--- src/rtl/quadtree_bitmap_decoder_macros.svh ---
// ----------------------------------------------------------------------------
// Quadtree bitmap decoder assertion macros
// Shared concurrent assertion forms, clocked on i_clk and held off in reset.
// ----------------------------------------------------------------------------
`ifndef QUADTREE_BITMAP_DECODER_MACROS_SVH
`define QUADTREE_BITMAP_DECODER_MACROS_SVH

// Implication checked at every clock edge outside reset.
`define QTBD_ASSERT(label, prop, msg) \
    label: assert property (@(posedge i_clk) disable iff (!i_rst_n) prop) \
        else $error(msg);

// Condition that must be followed in the next cycle by a consequence.
`define QTBD_ASSERT_NEXT(label, cond, cons, msg) \
    label: assert property (@(posedge i_clk) disable iff (!i_rst_n) \
        (cond) |=> (cons)) else $error(msg);

`endif

--- src/rtl/qtbd_pkg.sv ---
// ----------------------------------------------------------------------------
// Quadtree bitmap decoder package
// Shared widths, character codes, fault codes and the result record.
// ----------------------------------------------------------------------------
package qtbd_pkg;

    localparam int SYM_W   = 8;
    localparam int COORD_W = 10;
    localparam int LOG2_W  = 4;
    localparam int CNT_W   = 3;

    // Characters of the quadtree string.
    localparam logic [SYM_W-1:0] SYM_OPEN  = 8'h28;
    localparam logic [SYM_W-1:0] SYM_CLOSE = 8'h29;
    localparam logic [SYM_W-1:0] SYM_ONE   = 8'h31;

    // Image size limits and reset value of the side register.
    localparam logic [LOG2_W-1:0] SIDE_LOG2_MAX   = 4'd10;
    localparam logic [LOG2_W-1:0] SIDE_LOG2_RESET = 4'd10;

    // A complete node has this many children.
    localparam logic [CNT_W-1:0] CHILDREN = 3'd4;

    typedef enum logic [2:0] {
        FAULT_NONE      = 3'd0,
        FAULT_TOO_DEEP  = 3'd1,
        FAULT_FIFTH     = 3'd2,
        FAULT_BAD_CLOSE = 3'd3,
        FAULT_SUB_PIXEL = 3'd4
    } t_fault;

    typedef struct packed {
        logic               fill_valid;
        logic [COORD_W-1:0] block_row;
        logic [COORD_W-1:0] block_col;
        logic [LOG2_W-1:0]  block_log2;
        logic               fill_value;
        logic               tree_done;
        t_fault             fault;
    } t_result;

endpackage

--- src/rtl/qtbd_in_reg.sv ---
// ----------------------------------------------------------------------------
// Quadtree bitmap decoder input register
// Holds one accepted character until the decode stage takes it.
// ----------------------------------------------------------------------------
module qtbd_in_reg
    import qtbd_pkg::*;
(
    input  logic             i_clk,
    input  logic             i_rst_n,
    input  logic             i_load,
    input  logic             i_drain,
    input  logic [SYM_W-1:0] i_symbol,
    output logic             o_valid,
    output logic [SYM_W-1:0] o_symbol
);

    logic             r_valid;
    logic [SYM_W-1:0] r_symbol;

    // A new transfer refills the stage; otherwise a drain empties it.
    always_ff @(posedge i_clk) begin
        if (!i_rst_n) begin
            r_valid <= 1'b0;
        end else if (i_load) begin
            r_valid <= 1'b1;
        end else if (i_drain) begin
            r_valid <= 1'b0;
        end
    end

    always_ff @(posedge i_clk) begin
        if (i_load) begin
            r_symbol <= i_symbol;
        end
    end

    assign o_valid  = r_valid;
    assign o_symbol = r_symbol;

endmodule

--- src/rtl/qtbd_core.sv ---
// ----------------------------------------------------------------------------
// Quadtree bitmap decoder core
// Level and child-count stack, and the decode of one character against them.
// ----------------------------------------------------------------------------
module qtbd_core
    import qtbd_pkg::*;
#(
    parameter int MAX_LEVELS = 10
) (
    input  logic              i_clk,
    input  logic              i_rst_n,
    input  logic              i_fire,
    input  logic [SYM_W-1:0]  i_symbol,
    input  logic [LOG2_W-1:0] i_side_log2,
    output t_result           o_result
);

    localparam int LVW  = $clog2(MAX_LEVELS + 1);
    localparam int IDXW = (MAX_LEVELS > 1) ? $clog2(MAX_LEVELS) : 1;
    localparam int CMPW = (LVW > LOG2_W) ? LVW : LOG2_W;

    logic [LVW-1:0]   r_level;
    logic [CNT_W-1:0] r_top;
    logic [CNT_W-1:0] r_stack [MAX_LEVELS];

    logic [LVW-1:0]    n_level;
    logic [CNT_W-1:0]  n_top;
    logic              wr_en;
    logic [IDXW-1:0]   wr_idx;
    logic [CNT_W-1:0]  wr_data;
    logic [IDXW-1:0]   top_idx;
    logic [IDXW-1:0]   push_idx;
    logic [IDXW-1:0]   par_idx;
    logic [CNT_W-1:0]  parent_cnt;
    logic [LOG2_W-1:0] sl;
    logic              lv_zero;
    logic              lv_full;
    logic              top_full;
    logic              too_small;
    logic [COORD_W-1:0] pos_row;
    logic [COORD_W-1:0] pos_col;
    t_result           res;

    // Stack addressing: the open node, the next free slot and the parent.
    assign top_idx    = IDXW'(r_level - LVW'(1));
    assign push_idx   = IDXW'(r_level);
    assign par_idx    = IDXW'(r_level - LVW'(2));
    assign parent_cnt = r_stack[par_idx];

    // Sides above the largest image act as the largest image.
    assign sl = (i_side_log2 > SIDE_LOG2_MAX) ? SIDE_LOG2_MAX : i_side_log2;

    assign lv_zero   = (r_level == '0);
    assign lv_full   = (r_level == LVW'(MAX_LEVELS));
    assign top_full  = !lv_zero && (r_top >= CHILDREN);
    assign too_small = CMPW'(r_level) > CMPW'(sl);

    // Block position: each open level adds one row and one column bit,
    // taken from the index of the child in progress at that level.
    always_comb begin
        logic [CNT_W-1:0] q;
        pos_row = '0;
        pos_col = '0;
        for (int i = 0; i < MAX_LEVELS; i++) begin
            q = r_stack[i];
            for (int b = 0; b < COORD_W; b++) begin
                if ((i < int'(r_level)) && (int'(sl) == i + 1 + b)) begin
                    if (q == 3'd0 || q == 3'd3) begin
                        pos_col[b] = 1'b1;
                    end
                    if (q == 3'd2 || q == 3'd3) begin
                        pos_row[b] = 1'b1;
                    end
                end
            end
        end
    end

    // Character decode and next state.
    always_comb begin
        n_level = r_level;
        n_top   = r_top;
        wr_en   = 1'b0;
        wr_idx  = top_idx;
        wr_data = '0;
        res     = '0;
        res.fault = FAULT_NONE;
        case (i_symbol)
            SYM_CLOSE: begin
                if (lv_zero) begin
                    res.fault = FAULT_BAD_CLOSE;
                end else begin
                    if (r_top != CHILDREN) begin
                        res.fault = FAULT_BAD_CLOSE;
                    end
                    n_level = r_level - LVW'(1);
                    if (r_level == LVW'(1)) begin
                        res.tree_done = 1'b1;
                        n_top         = '0;
                    end else begin
                        // The closed node counts as one child of its parent.
                        n_top   = (parent_cnt < CHILDREN) ? parent_cnt + CNT_W'(1)
                                                          : parent_cnt;
                        wr_en   = 1'b1;
                        wr_idx  = par_idx;
                        wr_data = n_top;
                    end
                end
            end
            SYM_OPEN: begin
                if (top_full) begin
                    res.fault = FAULT_FIFTH;
                end else if (lv_full) begin
                    res.fault = FAULT_TOO_DEEP;
                end else begin
                    n_level = r_level + LVW'(1);
                    n_top   = '0;
                    wr_en   = 1'b1;
                    wr_idx  = push_idx;
                    wr_data = '0;
                end
            end
            default: begin
                if (top_full) begin
                    res.fault = FAULT_FIFTH;
                end else begin
                    res.tree_done = lv_zero;
                    if (!lv_zero) begin
                        n_top   = r_top + CNT_W'(1);
                        wr_en   = 1'b1;
                        wr_idx  = top_idx;
                        wr_data = n_top;
                    end
                    if (too_small) begin
                        res.fault = FAULT_SUB_PIXEL;
                    end else begin
                        res.fill_valid = 1'b1;
                        res.block_row  = pos_row;
                        res.block_col  = pos_col;
                        res.block_log2 = sl - LOG2_W'(r_level);
                        res.fill_value = (i_symbol == SYM_ONE);
                    end
                end
            end
        endcase
    end

    // State registers advance once per decoded character.
    always_ff @(posedge i_clk) begin
        if (!i_rst_n) begin
            r_level <= '0;
            r_top   <= '0;
            for (int i = 0; i < MAX_LEVELS; i++) begin
                r_stack[i] <= '0;
            end
        end else if (i_fire) begin
            r_level <= n_level;
            r_top   <= n_top;
            if (wr_en) begin
                r_stack[wr_idx] <= wr_data;
            end
        end
    end

    assign o_result = res;

endmodule

--- src/rtl/qtbd_out_reg.sv ---
// ----------------------------------------------------------------------------
// Quadtree bitmap decoder result register
// Holds one result until the downstream side takes it.
// ----------------------------------------------------------------------------
module qtbd_out_reg
    import qtbd_pkg::*;
(
    input  logic    i_clk,
    input  logic    i_rst_n,
    input  logic    i_load,
    input  logic    i_stall,
    input  t_result i_result,
    output logic    o_valid,
    output t_result o_result
);

    logic    r_valid;
    t_result r_result;

    // A load refills the register; a completed transfer empties it.
    always_ff @(posedge i_clk) begin
        if (!i_rst_n) begin
            r_valid <= 1'b0;
        end else if (i_load) begin
            r_valid <= 1'b1;
        end else if (!i_stall) begin
            r_valid <= 1'b0;
        end
    end

    always_ff @(posedge i_clk) begin
        if (i_load) begin
            r_result <= i_result;
        end
    end

    assign o_valid  = r_valid;
    assign o_result = r_result;

endmodule

--- src/rtl/quadtree_bitmap_decoder.sv ---
// ----------------------------------------------------------------------------
// Quadtree bitmap decoder
// Decodes a parenthesized quadtree string into leaf blocks, one per character.
// ----------------------------------------------------------------------------
// The block takes one character per clock and returns one result per
// character: the character is captured in an input register, decoded
// against the level counter and the child-count stack (kept in flip-flops,
// MAX_LEVELS entries of three bits), and the result is captured in an
// output register. A stall on the output holds the result and backs up into
// the input stall; otherwise the throughput is one character per cycle.
// Leaves report row, column, log2 side and fill value of their block;
// open/close characters report only tree completion and faults.
// The side register is taken at any time by a write transfer and should be
// changed only while no character is in flight.
module quadtree_bitmap_decoder
    import qtbd_pkg::*;
#(
    parameter int MAX_LEVELS = 10
) (
    input  logic               i_clk,
    input  logic               i_rst_n,
    input  logic               i_cfg_valid,
    output logic               o_cfg_ready,
    input  logic [LOG2_W-1:0]  i_cfg_data,
    input  logic               i_in_valid,
    output logic               o_in_stall,
    input  logic [SYM_W-1:0]   i_symbol,
    output logic               o_out_valid,
    input  logic               i_out_stall,
    output logic               o_fill_valid,
    output logic [COORD_W-1:0] o_block_row,
    output logic [COORD_W-1:0] o_block_col,
    output logic [LOG2_W-1:0]  o_block_log2,
    output logic               o_fill_value,
    output logic               o_tree_done,
    output logic [2:0]         o_fault
);

    `include "quadtree_bitmap_decoder_macros.svh"

    logic [LOG2_W-1:0] r_side_log2;
    logic              in_vld;
    logic [SYM_W-1:0]  in_sym;
    logic              out_ready;
    logic              in_accept;
    logic              fire;
    t_result           core_res;
    t_result           out_res;

    // Side register; the port always takes a write.
    assign o_cfg_ready = 1'b1;

    always_ff @(posedge i_clk) begin
        if (!i_rst_n) begin
            r_side_log2 <= SIDE_LOG2_RESET;
        end else if (i_cfg_valid && o_cfg_ready) begin
            r_side_log2 <= i_cfg_data;
        end
    end

    // Pipeline handshake: decode whenever the result register can take it.
    assign out_ready  = !o_out_valid || !i_out_stall;
    assign fire       = in_vld && out_ready;
    assign o_in_stall = in_vld && !out_ready;
    assign in_accept  = i_in_valid && !o_in_stall;

    qtbd_in_reg u_in_reg (
        .i_clk    (i_clk),
        .i_rst_n  (i_rst_n),
        .i_load   (in_accept),
        .i_drain  (fire),
        .i_symbol (i_symbol),
        .o_valid  (in_vld),
        .o_symbol (in_sym)
    );

    qtbd_core #(
        .MAX_LEVELS (MAX_LEVELS)
    ) u_core (
        .i_clk       (i_clk),
        .i_rst_n     (i_rst_n),
        .i_fire      (fire),
        .i_symbol    (in_sym),
        .i_side_log2 (r_side_log2),
        .o_result    (core_res)
    );

    qtbd_out_reg u_out_reg (
        .i_clk    (i_clk),
        .i_rst_n  (i_rst_n),
        .i_load   (fire),
        .i_stall  (i_out_stall),
        .i_result (core_res),
        .o_valid  (o_out_valid),
        .o_result (out_res)
    );

    // Result fields.
    assign o_fill_valid = out_res.fill_valid;
    assign o_block_row  = out_res.block_row;
    assign o_block_col  = out_res.block_col;
    assign o_block_log2 = out_res.block_log2;
    assign o_fill_value = out_res.fill_value;
    assign o_tree_done  = out_res.tree_done;
    assign o_fault      = out_res.fault;

    // Checks on the pipeline and on result consistency.
    `QTBD_ASSERT_NEXT(a_fire_gives_result, fire, o_out_valid, "decoded character lost")
    `QTBD_ASSERT(a_stall_only_when_full, o_in_stall |-> in_vld, "stall with empty input stage")
    `QTBD_ASSERT(a_leaf_no_fault, (o_out_valid && o_fill_valid) |-> (o_fault == FAULT_NONE), "leaf block reported with a fault")

endmodule
--- config.mk ---
export PLATFORM = sky130hd
export DESIGN_NAME = quadtree_bitmap_decoder
export DESIGN_NICKNAME = d
export VERILOG_FILES = /design/src/rtl/qtbd_pkg.sv /design/src/rtl/qtbd_in_reg.sv /design/src/rtl/qtbd_core.sv /design/src/rtl/qtbd_out_reg.sv /design/src/rtl/quadtree_bitmap_decoder.sv
export VERILOG_INCLUDE_DIRS = /design/src /design/src/rtl
export SDC_FILE = /design/constraint.sdc
export NUM_CORES = 1
export LEC_CHECK = 0
export ABC_AREA = 1
export BUFFER_PORTS_ARGS = -buffer_cell sky130_fd_sc_hd__buf_2
export CORE_MARGIN = 1.5
export CORE_UTILIZATION = 55
export CTS_CLUSTER_SIZE = 16
export DETAILED_ROUTE_END_ITERATION = 8
export GPL_ROUTABILITY_DRIVEN = 0
export PLACE_DENSITY = 0.74
export SYNTH_ARGS = -nofsm -noshare
export SYNTH_HDL_FRONTEND = slang
export SYNTH_SLANG_ARGS = --single-unit
--- constraint.sdc ---
create_clock -name i_clk -period 4.52 [get_ports i_clk]
set_input_delay 1.13 -clock i_clk [delete_from_list [all_inputs] [get_ports i_clk]]
set_output_delay 1.13 -clock i_clk [all_outputs]
set_load 0.02 [all_outputs]
==> summary.txt <==
Synthesis
  • Most used DFF post-synth: edfxtp_1
  • Seq/Total Area, Yosys: 44.98%
  • Yosys warning total: 0
  • Syn_area_per_cell: 7.605 um2
  • Synth Register Bits: 99
  • Cells after Synth: 831
  • Synth Cell Area: 0.006320 mm2
  • Async S/R FF share, synth: 0%
  • Syn nets: 863
  • Cell variety after synth: 41
  • Count of flip-flops with a built-in enable after synthesis: 86

Power
  • P_leak: 3.063 nW
  • PwrDens: 272.9 mW/mm2
  • Max VDD drop: 0.2609 mV

GRT
  • GRT Residual Overflow: 0
  • Largest net degree at the start of global routing: 35
  • GRT Total Usage: 28.90%
  • First-pass GRT wire length: 26.50 mm
  • Vias in the first global route: 5536
  • Initial antenna violation count: 0

Worst setup path
  • Slowest CP cell: o21ai_2
  • Critical Path Max Stage Delay: 0.43 ns
  • WP data arrival: 3.34 ns
  • WP buf/inv: 4
  • Worst EP required: 4.52 ns
  • Largest fanout on the critical path: 21
  • Critical path startpoint category: flip-flop
  • CP delay by family, top: simple AND/OR/NAND/NOR gates
  • Worst path cell trace: buf_4 > inv_1 > ha_1 > o21ai_2 > inv_2 > nor2_2 > nor2_2 > nand2_1 > nand2_2 > inv_2 > nand2_4 > nor3_1
  • Crit Path Class: flip-flop to flip-flop
  • Setup crit end kind: flip-flop

Layout
  • Final #Nets: 907
  • Fraction of layout cells with a size suffix above 1: 13.30%
  • Multi-input logic area: 0.002904 mm2
  • Reg area: 0.002843 mm2
  • Area growth, synth to finish: 9.780%
  • Final Core Density: 62.90%
  • Finished Layout Cells: 1020
  • FILL cells: 945
  • Leading cell types in the layout, fill and taps excluded: nand2_1 (203), nor2_1 (119), inv_1 (117)
  • Ant diodes: 0
  • Leading cell type in the layout, fill and taps excluded: nand2_1

Timing
  • Final Hold Viols: 0
  • Hold Slack: 0.5149 ns
  • Fmax achieved: 299.6 MHz
  • RSZ-0062 raised after global routing: false
  • Worst Skew: 0.006621 ns
  • Tcrit/Tclk final: 73.84%
  • Worst Max-Slew Pin Slew: 1.041 ns
  • Rel. slew slack: 30.59%
  • Setup violators final: 0
  • Final critical-path required period: 3.338 ns
  • Max Slew Vio Count: 0
  • Setup TNS: 0 ns

Routing
  • Starting DRT DRC Count: 572
  • DRC: 0
  • Routed vias: 5905
  • Antenna viol nets, final: 0
  • Vias per cell: 5.789
  • Wire length per cell: 16.27 um
  • Routed wire length: 16.60 mm
  • Pre-antenna DRT Iters: 5

Die
  • Ports: 50
  • Core area: 0.01103 mm2
  • Die W: 110.2 um
  • Die Ht: 110.2 um
  • Placement Rows: 38
  • Die area: 0.01214 mm2
  • Starting density of the core: 57.29%

Status
  • Status: finished clean

Clock tree
  • Post-CTS sizing: 0
  • Clock network latency to the later pin of the worst-skew pair: 0.36 ns
  • H-tree Lvls: 3
  • Cts hold-fix bufs: 0
  • Postcts setup bufs: 0
  • CTS tree: built
  • CTS Buffer Depth: 2
  • Sink count of the clock tree: 99
  • CTS Buf Count: 9
  • Clk root buf: clkbuf_16
  • Clock Pin Slew Worst Setup and Hold Paths: 0.07 ns

Place
  • HPWL after DPL: 12.51 mm
  • Number of buffers added on ports: 48
  • DP Cell Count: 1004

Min path
  • Hold Path Class: flip-flop to flip-flop

Flow run
  • Max Cap Viol: 0
[logic make-up (layout without fill, tap and decap cells)]
| family | Yosys count | after routing | share of synthesized area [%] |
|---|---|---|---|
| xor gates and xnor gates | 4 | 4 | 0.5543 |
| and+or+nand+nor | 473 | 473 | 33.60 |
| other | 1 | 1 | 0.05934 |
| buffers and inverters | 145 | 194 | 9.107 |
| DFF | 99 | 99 | 44.98 |
| AOI/OAI and AO/OA | 94 | 94 | 8.613 |
| adders and majority gates | 15 | 15 | 3.089 |
[metrics by stage]
stage               total power [mW]  setup WS [ns]  cell area, um2
floorplan                      1.146         0.5840            6320
global placement               1.191          1.363            6665
detailed placement             1.196          1.214            6665
CTS                            1.899          1.212            6938
global route                   1.954         0.9492            6938
finish                         1.893          1.182            6938
[where the power goes]
part	internal, mW	switching (mW)
Sequential	1.02	0.0162
Combinational	0.0373	0.108
Clock	0.387	0.327
Total	1.44	0.451
[synthesized netlist by cell type, drive strengths merged, types with 12 or more instances]
library cell  instances  area share [%]
nand4                12             1.2
nand3                82             6.7
edfxtp               86              41
inv                 126             7.5
nand2               224              15
o21ai                29             2.4
nor3                 18             1.4
nor2                131             9.0
dfxtp                13             4.1
buf                  14             1.3
ha                   14             2.8
a21oi                39             3.1
[state kept, by name, indices dropped and copies added, names as in the netlist]
signal              cells
u_out_reg.o_result     30
u_core.push_idx         4
u_core.r_stack         48
u_core.r_top            3
r_side_log2             4
u_in_reg.o_valid        1
u_out_reg.o_valid       1
u_in_reg.o_symbol       8
[final timing paths]
check,start,slack [ns],end,cells past startpoint
max,u_core.push_idx[1],1.18,u_core.r_stack[12][2],12
min,u_in_reg.o_valid,0.51,u_out_reg.o_valid,2
max reg2reg,u_core.push_idx[1],1.18,u_core.r_stack[12][2],12
min reg2reg,u_in_reg.o_valid,0.51,u_out_reg.o_valid,2
[per-layer routing]
metal	up-vias	wire [um]	track usage [%]
met5	-	0	0
met4	0	697	15.93
met3	70	1497	5.291
met2	336	7665	46.32
met1	2690	6733	37.02
li1	2809	-	-
[worst reg2reg max path, delay by kind of cell, from the launching register on]
kind	cells	cell delay, ns
AND/OR/NAND/NOR	6	0.94
buffers and inverters	4	0.91
AO/OA/AOI/OAI	1	0.43
adder cells (fa/ha/maj)	1	0.39
flip-flops	1	0.31
[cell type report]
type / count / area share (%)
Clock buffer: 12 / 3.553
Multi-Input combinational cell: 587 / 41.86
Inverter: 126 / 6.817
Sequential cell: 99 / 40.97
Tap cell: 140 / 2.525
Timing Repair Buffer: 52 / 3.895
Clock inverter: 4 / 0.3787
(Power assumes the default switching activity.)
